[config.mk]
export PLATFORM = sky130hd
export DESIGN_NAME = e2q_phase
export DESIGN_NICKNAME = d
export VERILOG_FILES = /design/src/rtl/e2q_pkg.sv /design/src/rtl/e2q_phase.sv
export SDC_FILE = /design/constraint.sdc
export NUM_CORES = 1
export LEC_CHECK = 0
export BUFFER_PORTS_ARGS = -buffer_cell sky130_fd_sc_hd__buf_2
export CAP_MARGIN = 20
export CELL_PAD_IN_SITES_DETAIL_PLACEMENT = 0
export CELL_PAD_IN_SITES_GLOBAL_PLACEMENT = 1
export CORE_MARGIN = 1
export CORE_UTILIZATION = 50
export CTS_BUF_LIST = sky130_fd_sc_hd__clkbuf_16
export DETAILED_ROUTE_END_ITERATION = 7
export PLACE_DENSITY_LB_ADDON = 0.2
export REMOVE_ABC_BUFFERS = 1
export SYNTH_ARGS = -nofsm -noshare
export SYNTH_HDL_FRONTEND = slang
export SYNTH_SLANG_ARGS = --single-unit
[constraint.sdc]
create_clock -name clk -period 5.9 [get_ports clk]
set_clock_uncertainty 0.15 [all_clocks]
set_input_delay 0.885 -clock clk [delete_from_list [all_inputs] [get_ports clk]]
set_output_delay 0.885 -clock clk [all_outputs]
set_load 0.03 [all_outputs]
[src/rtl/e2q_pkg.sv]
// e2q_pkg: shared types and constants of the euler angle to quaternion converter
`default_nettype none

package e2q_pkg;

    localparam int ANGLE_W          = 16;    // input angle field width
    localparam int QUAT_W           = 16;    // output component field width
    localparam int TRIG_MAG_W       = 17;    // unsigned q16 sine magnitude, up to 1.0
    localparam int PROD_FRAC        = 48;    // fraction bits of a triple product
    localparam int TRIG_TABLE_DEPTH = 1024;  // quarter-wave table steps
    localparam int OUT_FRAC_BITS    = 14;    // output fraction bits
    localparam int NUM_STAGES       = 10;    // register stages from input to result

    typedef struct packed {
        logic signed [ANGLE_W-1:0] roll_deg;
        logic signed [ANGLE_W-1:0] pitch_deg;
        logic signed [ANGLE_W-1:0] yaw_deg;
    } angles_t;

    typedef struct packed {
        logic signed [QUAT_W-1:0] quat_w;
        logic signed [QUAT_W-1:0] quat_x;
        logic signed [QUAT_W-1:0] quat_y;
        logic signed [QUAT_W-1:0] quat_z;
    } quat_t;

    // sine and cosine of one half angle, magnitude plus sign
    typedef struct packed {
        logic [TRIG_MAG_W-1:0] sin_mag;
        logic                  sin_neg;
        logic [TRIG_MAG_W-1:0] cos_mag;
        logic                  cos_neg;
    } trig_t;

    // per-stage load enables from the pipeline control
    typedef struct packed {
        logic scale;
        logic recip;
        logic quot;
        logic phase;
        logic addr;
        logic rom;
        logic pair;
        logic triple;
        logic sum;
        logic result;
    } pipe_load_t;

endpackage

`default_nettype wire

[src/rtl/e2q_phase.sv]
// e2q_phase: half angle in degrees to a phase index on a circle of 4*depth steps
`default_nettype none

module e2q_phase #(
    parameter int TRIG_TABLE_DEPTH = e2q_pkg::TRIG_TABLE_DEPTH
) (
    input  logic                                  clk,
    input  e2q_pkg::pipe_load_t                   ld,
    input  logic signed [e2q_pkg::ANGLE_W-1:0]    angle,
    output logic [$clog2(4*TRIG_TABLE_DEPTH)-1:0] phase
);
    // idx = floor((2*a*D + 23040) / 46080) mod 4D; an offset of 4D divisors keeps it positive
    localparam longint unsigned DIVISOR = 64'd46080;
    localparam longint unsigned OFFSET  = 64'd184320 * TRIG_TABLE_DEPTH + 64'd23040;
    localparam longint unsigned NMAX    = 64'd65536 * TRIG_TABLE_DEPTH + OFFSET;
    localparam int              NW      = $clog2(NMAX + 1);
    localparam longint unsigned RECIP   = (64'd1 << NW) / DIVISOR;
    localparam int              MW      = $clog2(RECIP + 1);
    localparam int              PW      = $clog2(4 * TRIG_TABLE_DEPTH);
    localparam int              QW      = (MW > PW) ? MW + 1 : PW + 1;
    localparam int              REMW    = 17;

    logic [NW-1:0]    n_reg;
    logic [NW-1:0]    n_next;
    logic [NW-1:0]    n_d_reg;
    logic [NW+MW-1:0] prod_reg;
    logic [NW+MW-1:0] prod_next;
    logic [MW-1:0]    q0;
    logic [MW-1:0]    q0_reg;
    logic [REMW-1:0]  rem_reg;
    logic [REMW-1:0]  rem_next;
    logic [QW-1:0]    quot;
    logic [PW-1:0]    phase_reg;
    logic [PW-1:0]    phase_next;
    logic [NW:0]      a_ext;

    always_comb
    begin
        a_ext     = (NW+1)'(angle);
        n_next    = NW'(a_ext * (NW+1)'(2 * TRIG_TABLE_DEPTH) + (NW+1)'(OFFSET));
        prod_next = (NW+MW)'(n_reg) * (NW+MW)'(RECIP);
        q0        = prod_reg[NW+MW-1:NW];
        rem_next  = REMW'(n_d_reg - NW'(q0) * NW'(DIVISOR));
        // reciprocal estimate is low by at most one
        quot      = QW'(q0_reg) + QW'(rem_reg >= REMW'(DIVISOR));
        if (quot >= QW'(4 * TRIG_TABLE_DEPTH))
        begin
            quot = quot - QW'(4 * TRIG_TABLE_DEPTH);
        end
        phase_next = PW'(quot);
    end

    always_ff @(posedge clk)
    begin
        if (ld.scale)
        begin
            n_reg <= n_next;
        end
        if (ld.recip)
        begin
            prod_reg <= prod_next;
            n_d_reg  <= n_reg;
        end
        if (ld.quot)
        begin
            q0_reg  <= q0;
            rem_reg <= rem_next;
        end
        if (ld.phase)
        begin
            phase_reg <= phase_next;
        end
    end

    assign phase = phase_reg;

endmodule

`default_nettype wire

* Yosys cells after proc, flatten, opt, wreduce, memory -nomap -nowiden
Index checks and enable logic that the tools add are counted.
Storage, ports and cells: register bits after elaboration 128, bits of input ports 27
Operators by class: $mul 2, muxes and demuxes 1, add/sub/neg operators 4, magnitude comparators 2
Operator list (count):
- multiplier 28 x 13 -> 41 bit (second input constant) | 1
- adder 28 bit (second input constant) | 1
- >= comparator 17 x 16 -> 1 bit (second input constant) | 1
- subtractor 17 bit | 1
- adder 13 x 1 -> 14 bit | 1
- >= comparator 14 x 13 -> 1 bit (second input constant) | 1
- multiplier 13 x 6 -> 7 bit (second input constant) | 1
- 2-to-1 mux 12 bit | 1
- subtractor 12 x 1 -> 12 bit (second input constant) | 1

* Longest topological paths before layout
word-level depth 4, mapped depth 16

* Worst setup path after synthesis
No wires, ideal clock.
path kind register -> register, start point register n_reg[16], end point register prod_reg[38] (data pin), buffers on the path 0, period minus slack after synthesis 5001 ps, setup time 262 ps, stages on the path, launching flop included 17, slack 899 ps, arrival time 4589 ps, cells stage by stage edfxtp_1 ha_1 inv_1 fa_1 inv_1 fa_1 inv_1 fa_1 fa_1 inv_1 ha_1 a21oi_1 nand2_1 a221o_1 o31a_1 o311ai_1 nor2_1
Between the ends: word-level cells in the longest chain between the ends 1
RTL lines:
- start, declared | RTL line e2q_phase.sv:23 | logic [NW-1:0] n_reg;
- start signal, assigned | RTL line e2q_phase.sv:57 | n_reg <= n_next;
- multiplier 28 x 13 -> 41 bit | RTL line e2q_phase.sv:41 | prod_next = (NW+MW)'(n_reg) * (NW+MW)'(RECIP);
- via prod_next[38] | RTL line e2q_phase.sv:27 | logic [NW+MW-1:0] prod_next;
- end signal, assigned | RTL line e2q_phase.sv:61 | prod_reg <= prod_next;
- end, declared | RTL line e2q_phase.sv:26 | logic [NW+MW-1:0] prod_reg;
The timed path passes the listed nets, and every way through them passes these cells. A chain may end at the register's enable or synchronous reset.

* Worst setup path after layout
Same ends and word-level chain as after synthesis.

==> flow_summary_export.csv <==
group,metric,value,unit
outcome,run_status,"complete, no violations",
synth,seq_area_frac_synth,31.8,%
routing,wl_per_cell,13.8,µm
synth,synth.most_common_cell,"inv_1",
clock_network,cts_resized,0,
synth,synth_area_leaders,"edfxtp_1, ha_1, fa_1, inv_1, xnor2_1",
routing,postRouteAntennaNets,0,
timing,slew_viol_final,0,
routing,drt_iter0_drc,105,
clock_network,clock_latency,330,ps
clock_network,cts_root_buffer,"clkbuf_16",
final_layout,area_growth,9.80,%
grt,grt-ovfl-total,0,
clock_network,htreeDepth,3,
synth,synth_area,6140,µm²
timing,fin_crit,5340,ps
critical_path,critPathCaptureType,"flop",
routing,drcViolationCount,0,
hold_path,worstHoldStart,"prod_reg[37]",
synth,synth_cell_types,44,
synth,ys_async_sr_fraction,0,%
grt,grt_pass1_vias,3914,
synth,synthFlopType,"edfxtp_1",
clock_network,postCtsHoldBufs,0,
grt,antenna_found_initial,0,
synth,syn_inst,549,
synth,synth_warnings,0,
synth,avgSynthCellArea,11.2,µm²
synth,synth_common_cells,"inv_1, ha_1, edfxtp_1, fa_1, xnor2_1",
timing,maxSlewHeadroom,73.3,%
critical_path,path_max_fanout,7,
grt,track_usage,18.0,%
synth,synth_top_area_share,31.8,%
die,die_w,113,µm
clock_network,cts_buffer_depth,2,
clock_network,cts_tree,"done",
critical_path,worstPathRequired,5830,ps
hold_path,min_path_type,"flop to flop",
die,die_h,113,µm
clock_network,cts.sinks,65,
synth,synth_top_area_cell,"edfxtp_1",
final_layout,final_layout_size_suffix_gt1_share,8.60,%
critical_path,critPathKind,"flop to flop",
grt,grt_max_degree,19,
timing,grt_setup_unrepaired,"false",
die,initial_core_util,51.1,%
grt,grt_pass1_wl,17500,µm
die,fp.dieArea,12700,µm²
placed_design,dpl.hpwl,8740,µm
clock_network,postCtsSetupBuffers,0,
placed_design,place.gp.congestion,0.873,
die,core_area,12000,µm²
critical_path,startpoint_type,"flop",
final_layout,fillerInstances,1064,
timing,max_freq,187,MHz
routing,wl,10200,µm
final_layout,seq_area,1950,µm²
final_layout,multi_input_area,3720,µm²
routing,vias_per_cell,5.12,
placed_design,io_buffer_count,32,
routing,vias,3788,
timing,setup_viol,0,
synth,ys_ff_latch,65,
timing,fin_tns_setup,0,ps
die,rows,40,
final_layout,largest_reg_flops,17,
timing,tightest_slew,396,ps
timing,period_share,90.4,%
timing,hold_viol,0,
clock_network,clk_pin_slew,60,ps
die,num_io_pins,39,
final_layout,layout.nets,774,
clock_network,numCtsBuffers,9,
job,cap_viol_max_count,0,
final_layout,final_area,6740,µm²
routing,drt_pass1_iterations,5,
placed_design,postPlaceCellArea,6470,µm²
final_layout,diodes,0,
critical_path,reg2reg_from,"n_reg[16]",
critical_path,startpoint,"n_reg[16]",
synth,synth_edf_count,65,
critical_path,cp.arrival,5270,ps
[per-stage QoR]
| stage | hold WS [ps] | cells | setup WS [ps] | util [%] |
|---|---|---|---|---|
| 6_report | 270 | 740 | 565 | 56.1 |
| 5_1_grt | 280 | 740 | 296 | 56.1 |
| 4_1_cts | 269 | 740 | 539 | 56.1 |
| 3_5_place_dp | 256 | 724 | 539 | 53.9 |
| 3_3_place_gp | 253 | 724 | 589 | 53.9 |
| 2_1_floorplan | 250 | 545 | 899 | - |
[final cells by class]
class,count,share of cell area (%)
Clock buffer,9,3.34
Multi-Input combinational cell,360,55.2
Timing Repair Buffer,32,2.38
Tap cell,147,2.73
Sequential cell,65,28.9
Inverter,120,6.68
Clock inverter,7,0.705
[kinds of logic (layout without fill, tap and decap cells)]
group           count (synthesis)  count (layout)  synth area share [%]
xor+xnor                       56              56                  7.99
mux                             1               1                 0.163
flops                          65              65                  31.8
compound gates                 67              67                  7.27
fa+ha+maj                     159             159                  39.0
simple gates                   77              77                  6.21
buf+inv                       124             168                  7.58
[worst max-delay path, cell delays in order, from the launching register on]
cell      delay (ps)
edfxtp_1         550
ha_1             380
inv_1             60
fa_1             490
inv_1             60
fa_1             530
inv_1             60
fa_1             500
fa_1             540
inv_1             40
ha_1             310
a21oi_1          220
nand2_1           80
a221o_1          420
o31a_1           340
o311ai_1         270
nor2_1            80
[path summary, 6_finish.rpt]
path,endpoint,slack (ps),depth (start not counted)
worst min-delay path,q0_reg[9],270,0
worst max-delay path,prod_reg[38],560,16
worst min register to register,q0_reg[9],270,0
worst max register to register,prod_reg[38],560,16
[layout by cell type (no fill, tap or decap), types with 3 or more instances in the layout]
cell / n
ha_1: 105
a21oi_1: 16
a21o_1: 9
nor2b_1: 4
nand4_1: 8
nand2_1: 16
fa_1: 54
edfxtp_1: 65
inv_1: 121
o21a_1: 3
clkbuf_16: 9
nand3_1: 9
xor2_1: 19
clkinvlp_4: 4
nand2b_1: 4
nor2_1: 22
buf_2: 32
o21ai_0: 17
xnor2_1: 37
and2_1: 4
[metal layers]
layer  global-route usage [%]  vias up  share of wire, %
met5                        0        -                 0
met4                     5.78        0               1.5
met3                     4.07       14               3.0
met2                     33.3       70                52
met1                     20.5     1789                43
li1                         -     1915                 -
Power is not shown: default switching activity piles up to over one toggle a cycle in this logic, so the estimate is an artifact.
