File: src/rtl/e2q_pkg.sv
// e2q_pkg: shared types and constants of the euler angle to quaternion converter
`default_nettype none

package e2q_pkg;

    localparam int ANGLE_W          = 16;    // input angle field width
    localparam int QUAT_W           = 16;    // output component field width
    localparam int TRIG_MAG_W       = 17;    // unsigned q16 sine magnitude, up to 1.0
    localparam int PROD_FRAC        = 48;    // fraction bits of a triple product
    localparam int TRIG_TABLE_DEPTH = 1024;  // quarter-wave table steps
    localparam int OUT_FRAC_BITS    = 14;    // output fraction bits
    localparam int NUM_STAGES       = 10;    // register stages from input to result

    typedef struct packed {
        logic signed [ANGLE_W-1:0] roll_deg;
        logic signed [ANGLE_W-1:0] pitch_deg;
        logic signed [ANGLE_W-1:0] yaw_deg;
    } angles_t;

    typedef struct packed {
        logic signed [QUAT_W-1:0] quat_w;
        logic signed [QUAT_W-1:0] quat_x;
        logic signed [QUAT_W-1:0] quat_y;
        logic signed [QUAT_W-1:0] quat_z;
    } quat_t;

    // sine and cosine of one half angle, magnitude plus sign
    typedef struct packed {
        logic [TRIG_MAG_W-1:0] sin_mag;
        logic                  sin_neg;
        logic [TRIG_MAG_W-1:0] cos_mag;
        logic                  cos_neg;
    } trig_t;

    // per-stage load enables from the pipeline control
    typedef struct packed {
        logic scale;
        logic recip;
        logic quot;
        logic phase;
        logic addr;
        logic rom;
        logic pair;
        logic triple;
        logic sum;
        logic result;
    } pipe_load_t;

endpackage

`default_nettype wire

File: src/rtl/e2q_ctrl.sv
// e2q_ctrl: valid bits and bubble-collapsing load enables of the pipeline
`default_nettype none

module e2q_ctrl (
    input  logic                clk,
    input  logic                rst_n,
    input  logic                in_valid,
    output logic                in_ready,
    output logic                out_valid,
    input  logic                out_ready,
    output e2q_pkg::pipe_load_t ld
);
    localparam int N = e2q_pkg::NUM_STAGES;

    logic [N-1:0] valid_reg;
    logic [N-1:0] valid_next;
    logic [N-1:0] load;

    // a stage loads when it is empty or its successor moves
    always_comb
    begin
        load[N-1] = !valid_reg[N-1] || out_ready;
        for (int k = N - 2; k >= 0; k--)
        begin
            load[k] = !valid_reg[k] || load[k+1];
        end
        valid_next[0] = load[0] ? in_valid : valid_reg[0];
        for (int k = 1; k < N; k++)
        begin
            valid_next[k] = load[k] ? valid_reg[k-1] : valid_reg[k];
        end
    end

    always_ff @(posedge clk or negedge rst_n)
    begin
        if (!rst_n)
        begin
            valid_reg <= '0;
        end
        else
        begin
            valid_reg <= valid_next;
        end
    end

    assign in_ready  = load[0];
    assign out_valid = valid_reg[N-1];

    assign ld.scale  = load[0];
    assign ld.recip  = load[1];
    assign ld.quot   = load[2];
    assign ld.phase  = load[3];
    assign ld.addr   = load[4];
    assign ld.rom    = load[5];
    assign ld.pair   = load[6];
    assign ld.triple = load[7];
    assign ld.sum    = load[8];
    assign ld.result = load[9];

endmodule

`default_nettype wire

File: config.mk
export PLATFORM = sky130hd
export DESIGN_NAME = e2q_ctrl
export DESIGN_NICKNAME = d
export VERILOG_FILES = /design/src/rtl/e2q_pkg.sv /design/src/rtl/e2q_ctrl.sv
export SDC_FILE = /design/constraint.sdc
export NUM_CORES = 1
export LEC_CHECK = 0
export ABC_AREA = 0
export BUFFER_PORTS_ARGS = -buffer_cell sky130_fd_sc_hd__buf_2
export CORE_AREA = 2 2 39 41
export DETAILED_ROUTE_END_ITERATION = 7
export DIE_AREA = 0 0 41 43
export PLACE_DENSITY = 0.6
export SYNTH_ARGS = -nofsm -noshare
export SYNTH_HDL_FRONTEND = slang
export SYNTH_SLANG_ARGS = --single-unit
File: constraint.sdc
create_clock -name clk -period 2 [get_ports clk]
set_input_delay 0.4 -clock clk [delete_from_list [all_inputs] [get_ports clk]]
set_output_delay 0.4 -clock clk [all_outputs]
set_load 0.005 [all_outputs]
## After elaboration in Yosys (flattened, before gate mapping)

Index checks and enable logic that the tools add are counted.

- Register bits after elaboration: 10
- Bits of input ports: 4
- Output and inout port bits: 12
- Logic and storage cells: 30

- Reductions and logical operators: 20

Operators with widths:

| cell | count |
|---|---|
| logical NOT 1 bit | 10 |
| logical OR 1 bit | 10 |

## Logic depth before layout (Yosys ltp)

Gate-level depths: netlist of the first run.

- Word-level depth: 11
- Mapped depth: 5
- Depth with buffers taken out: 2

## Worst setup path after synthesis of the first run

OpenSTA, ideal clock, no wires.

- Path kind: input -> output
- Start: input port out_ready
- End: output port ld[9] (netlist bit)
- Data arrival time: 1.107 ns
- Cell stages on the path: 5
- Slack: 0.493 ns
- Required time: 1.600 ns
- Cells stage by stage: and4b_1 -> buf_6 -> buf_6 -> nand3_1 -> buf_4

- Longest elaborated chain between the ends: 10

RTL lines:

| what | line | source |
|---|---|---|
| start, declared | e2q_ctrl.sv:10 | `input logic out_ready,` |
| logical OR 1 bit | e2q_ctrl.sv:22 | `load[N-1] = !valid_reg[N-1] \|\| out_ready;` |
| logical OR 1 bit (9 in series) | e2q_ctrl.sv:25 | `load[k] = !valid_reg[k] \|\| load[k+1];` |
| end, declared | e2q_ctrl.sv:11 | `output e2q_pkg::pipe_load_t ld` |

Every way passes these cells.

==> results of run 1 <==
worst max path at each step:
| stage | slack [ps] | from | to | depth (start not counted) |
|---|---|---|---|---|
| floorplan | 490 | out_ready | ld[9] | 5 |
| global placement | 340 | out_ready | ld[8] | 4 |
| detailed placement | 320 | out_ready | ld[9] | 4 |
| CTS | 180 | valid_reg[9]$_DFFE_PN0P_ | ld[9] | 3 |
| global route | 50 | valid_reg[6]$_DFFE_PN0P_ | ld[9] | 3 |
| finish | 180 | valid_reg[6]$_DFFE_PN0P_ | ld[9] | 3 |
power by group through the flow:
stage	sequential (uW)	combinational (uW)	clock (uW)
2_1_floorplan	264	106	0
3_3_place_gp	272	133	0
3_5_place_dp	273	134	0
4_1_cts	269	136	190
5_1_grt	275	154	204
6_report	270	134	182
repair_timing:
action	in CTS	in global routing
endpoints found under the hold margin	10	0
hold buffers	1	0
setup endpoints to repair	0	0
per-stage QoR:
step | hold WS (ps) | utilization (%) | total power [uW] | setup WS (ps)
after floorplan | 104 | - | 370 | 493
after detailed placement | 272 | 37.5 | 407 | 321
final | 323 | 40.9 | 585 | 183
after global routing | 317 | 40.9 | 632 | 48.9
after CTS | 316 | 40.9 | 595 | 175
after global placement | 272 | 37.5 | 405 | 337
worst max-delay path, stage by stage, from the launching register on:
cell	delay, ps
dfrtp_1	470
and4_1	390
nand3_1	130
buf_2	160
cells in the mapped netlist, drive strengths merged:
cell type / number / area (um2)
nand3b: 1 / 7.51
nand2b: 3 / 18.8
and3: 1 / 6.26
dfrtp: 10 / 250
nand2: 2 / 7.51
buf: 4 / 41.3
a31o: 3 / 26.3
or2: 1 / 6.26
nand3: 3 / 15.0
inv: 1 / 3.75
and4: 1 / 8.76
a41o: 2 / 21.3
and4b: 1 / 10.0
a21o: 2 / 15.0
nand4: 2 / 12.5
per-layer routing:
| metal | up-vias | share of wire [%] | GRT usage (%) | wire length [um] |
|---|---|---|---|---|
| li1 | 170 | - | - | - |
| met2 | 16 | 44 | 15.9 | 354 |
| met5 | - | 0 | 0 | 0 |
| met1 | 168 | 46 | 14.3 | 366 |
| met3 | 0 | 9.4 | 9.42 | 75 |
| met4 | 0 | 0 | 2.00 | 0 |
cell type report:
type                       count  area share (%)
clock buffer                   4            6.42
inverter                       1           0.664
tap                           16            3.54
multi-input combinational     22            27.4
timing repair buffer          18            17.7
sequential                    10            44.2
cell families after synthesis:
kind of cell,after synthesis
buf+inv,5
flops,10
compound gates,7
simple gates,15
==> run metrics, run 1 <==
status complete, no violations; Compound-Gate Fraction of Synth Area 13.9%; core area 1380 um2; Resized Gates After CTS 0; CTS max path bufs 2; Hold EP valid_reg[0]$_DFFE_PN0P_; Die Y roughly 43 um; distinct cell type count after synthesis 18; P&R area growth vs syn 25.6%; die area about 1800 um2; Initial DRT Pass Iterations 3; sequential area share after synthesis 55.6%; CTS H-tree depth 1; post-DR wirelength/cell approximately 11 um; Lkg Pwr around 0.00025 uW; gr usage total roughly an eighth; post-route setup TNS 0 ps; register area ~250 um2; Hold Crit Class in -> reg; worst relative slew slack 74.8%; Worst Tran Pin Value around 380 ps; DR iter-0 viols 5; CTS tree yes; Cell Int Power approximately 420 uW; Worst setup EP type output port; hold path cells 2; post-route design area 566 um2; final cell count without fillers 71; post-synthesis register bit count 10; hold path startpoint in_valid; die outline width between 40 and 50 um; Site Rows 14; IO Pins 16; cts bufs inserted 3; first-pass GRT wire length roughly 1300 um; Syn Area/Cell about 12 um2; P_sw 169 uW; Post-Syn Instances 37; worst reg2reg path depth 3; post-synthesis xor/xnor area fraction 0%; Filler Cells Inserted between 100 and 150; sw frac 29.0%; fin crit share 90.9%; initial core utilization 32.5%; largest family of logic cells by synthesized area simple AND/OR/NAND/NOR gates; drt drc 0; n_diodes 0; gpl congestion ~0.65; CP Data Required Time approximately 1600 ps; total gr overflow 0; largest net degree at the start of global routing 13; RSZ-0062 raised after global routing no; Post-Syn Nets just over 40; number of global-route vias before repair 320; max reg flops 10; Crit path arrival time 1420 ps; fmax between 0.5 and 0.6 GHz; post-synthesis mux area share 0%; antenna violations before repair 0; minimum clock period around 1800 ps; number of synthesis warnings 0; placed cells 66; power density over the cells approximately 1000 nW/um2; clock power share 31.1%; Max rail drop VDD 0.514 mV; FF-to-FF setup slack 720 ps; CTS Sinks 10; reg2reg start valid_reg[9]$_DFFE_PN0P_; crit path launch type flip-flop; Final Hold Vio Count 0; Flop pwr share a little under half; IO buf count 15; post-DP HPWL approximately 570 um; via count approximately 350; crit-path max FO 8; clock root cell clkbuf_4; Clock Latency Late Sink between 200 and 300 ps; Final Net Count 60; Clock transition at path regs about 70 ps; Multi-input gate area 155 um2; Routed Antenna Nets 0; final WL about 800 um; post-place instance area just over 500 um2; most frequent cells in the layout 15 x buf_2, 10 x dfrtp_1, 3 x nand2b_1, 3 x nand3_1, 3 x clkbuf_4; kind of critical path reg -> out; most common cell after layout, fill and taps aside buf_2; clock skew between 2 and 2.5 ps; R2R Path End valid_reg[4]$_DFFE_PN0P_; Logic pwr share approximately 23%; max cap viols 0; Post-CTS Setup Bufs 0; Adder-Cell Fraction of Synth Area 0%; share of cells above drive strength 1 a little over two fifths; drt via density 4.99; final setup fails 0; Post-Syn Area about 450 um2; simple-gate share of the synthesized area about a fifth; fin. max-slew vios 0
No activity file was read; power rests on OpenSTA's default activity.
==> run 2: changes to the inputs <==
--- a/config.mk
+++ b/config.mk
@@ -8,6 +8,7 @@
 export ABC_AREA = 0
 export BUFFER_PORTS_ARGS = -buffer_cell sky130_fd_sc_hd__buf_2
 export CORE_AREA = 2 2 39 41
+export CTS_BUF_LIST = sky130_fd_sc_hd__clkbuf_8
 export DETAILED_ROUTE_END_ITERATION = 7
 export DIE_AREA = 0 0 41 43
 export PLACE_DENSITY = 0.6
==> run 2 against run 1 <==
Sequential share of layout area fell by 0.67 points. Worst setup slack better by 56 ps. Clock skew rose by 0.91 ps. Wire length shrank 4.4%. Global-route usage is 0.81 points lower. Register-to-register slack barely moved. Combinational power barely moved. Utilization grew 0.63 points. Largest cell class unchanged.
==> run metrics, run 2 (same netlist as run 1, synthesis figures left out) <==
DR iter-0 viols 2 (-3); CTS tree yes; via count 345 (-2.5%); worst relative slew slack 74.8% (about the same); Lkg Pwr 0.000257 uW (+1.4%); CTS H-tree depth 1 (unchanged); IO buf count 15 (unchanged); Site Rows 14 (unchanged); Post-CTS Setup Bufs 0 (unchanged); Hold Crit Class in -> async; Initial DRT Pass Iterations 3 (unchanged); crit path launch type flip-flop; CTS Sinks 10 (unchanged); P&R area growth vs syn 27.5%; Final Net Count 59 (-1.7%); gr usage total 10.9% (-0.81 points); crit-path max FO 8 (unchanged); gpl congestion 0.647 (unchanged); Worst setup EP type output port; final setup fails 0 (unchanged); most common cell after layout, fill and taps aside buf_2; max reg flops 10 (unchanged); Die Y 43 um (unchanged); minimum clock period 1760 ps (-55.6 ps); clock root cell clkbuf_8; CTS max path bufs 2 (unchanged); worst reg2reg path depth 3 (unchanged); clock skew 3.33 ps (+0.910 ps); Filler Cells Inserted 136 (+2.3%); fin. max-slew vios 0 (unchanged); total gr overflow 0 (unchanged); Final Hold Vio Count 0 (unchanged); fin crit share 88.1% (-2.8 points); first-pass GRT wire length 1240 um (-6.7%); CP Data Required Time 1600 ps (about the same); drt drc 0 (unchanged); share of cells above drive strength 1 44.4% (+0.81 points); Crit path arrival time 1360 ps (-60 ps); hold_buf cts 0 (-1); post-route setup TNS 0 ps (unchanged); largest net degree at the start of global routing 13 (unchanged); drt via density 4.93 (-1.2%); Resized Gates After CTS 0 (unchanged); post-DP HPWL 569 um (unchanged); FF-to-FF setup slack 720 ps (about the same); Critical Path, Cell by Cell and4_1 -> nand3_1 -> buf_2; kind of critical path reg -> out; final setup margin 238 ps (+55.6 ps); post-DR wirelength/cell 10.9 um (-3.0%); CP peak stage delay 460 ps (about the same); Max rail drop VDD 0.741 mV (+44%); most frequent cells in the layout 15 x buf_2, 10 x dfrtp_1, 4 x clkbuf_8; die outline width 41 um (unchanged); R2R Path End valid_reg[4]$_DFFE_PN0P_; n_diodes 0 (unchanged); status complete, no violations; antenna violations before repair 0 (unchanged); fmax 0.568 GHz (+3.2%); final WL 761 um (-4.4%); dpl ws 321 ps (unchanged); initial core utilization 32.5% (unchanged); Routed Antenna Nets 0 (unchanged); slowest CP cell dfrtp_1; RSZ-0062 raised after global routing no; power density over the cells 1130 nW/um2 (+9.6%); Worst Tran Pin Value 377 ps (+0.0962 ps); Clock Latency Late Sink 230 ps (-40 ps); IO Pins 16 (unchanged); reg2reg start valid_reg[9]$_DFFE_PN0P_; number of global-route vias before repair 290 (-9.4%); max cap viols 0 (unchanged); die area 1760 um2 (unchanged); cts bufs inserted 3 (unchanged); core area 1380 um2 (unchanged); Clock transition at path regs 50 ps (-20 ps)
## run 2: cell types whose count changed in the layout (fill, tap and decap cells not counted), sizes merged
| cell | delta |
|---|---|
| dlygate4sd3 | -1 |
## run 2: report_power, final
| group | internal [uW] | total, uW | switching, uW | leakage (uW) |
|---|---|---|---|---|
| Sequential | 235 | 270 | 34.5 | 0.000107 |
| Clock | 173 | 250 | 76.9 | 0.0000288 |
| Combinational | 68.9 | 132 | 62.6 | 0.000121 |
| Total | 477 | 651 | 174 | 0.000257 |
## run 2: how the worst max path moves through the flow
stage | start | slack [ps] | end | cells after the start
global route | valid_reg[6]$_DFFE_PN0P_ | 130 | ld[9] | 3
detailed placement | out_ready | 320 | ld[9] | 4
finish | valid_reg[6]$_DFFE_PN0P_ | 240 | ld[9] | 3
floorplan | out_ready | 490 | ld[9] | 5
CTS | valid_reg[9]$_DFFE_PN0P_ | 230 | ld[9] | 3
global placement | out_ready | 340 | ld[8] | 4
## run 2: layout make-up
type	instances	area (um2)	area share, %
sequential	10	250	43.6
multi-input combinational	22	155	27.0
inverter	1	3.75	0.654
clock buffer	4	55.1	9.59
tap	16	20.0	3.49
timing repair buffer	17	90.1	15.7
## run 2: through the flow
step | utilization (%) | std cells | instance area [um2] | hold WS [ps] | power [uW]
after floorplan | - | 37 | 450 | 104 | 370
after global placement | 37.5 | 66 | 519 | 272 | 405
after detailed placement | 37.5 | 66 | 519 | 272 | 407
after CTS | 41.5 | 70 | 574 | 21.0 | 662
after global routing | 41.5 | 70 | 574 | 23.3 | 700
final | 41.5 | 70 | 574 | 14.6 | 651
## run 2: per-layer routing
| layer | GRT usage, % | vias up | share of wire (%) |
|---|---|---|---|
| met4 | 0 | 0 | 0 |
| met5 | 0 | - | 0 |
| met3 | 9.42 | 0 | 9.2 |
| met1 | 14.6 | 163 | 47 |
| li1 | - | 166 | - |
| met2 | 14.1 | 16 | 44 |
## run 2: worst max-delay path: cells and delay by family, from the launching register on
family | cells | cell delay (ps)
DFF | 1 | 460
and+or+nand+nor | 2 | 510
buffers and inverters | 1 | 160
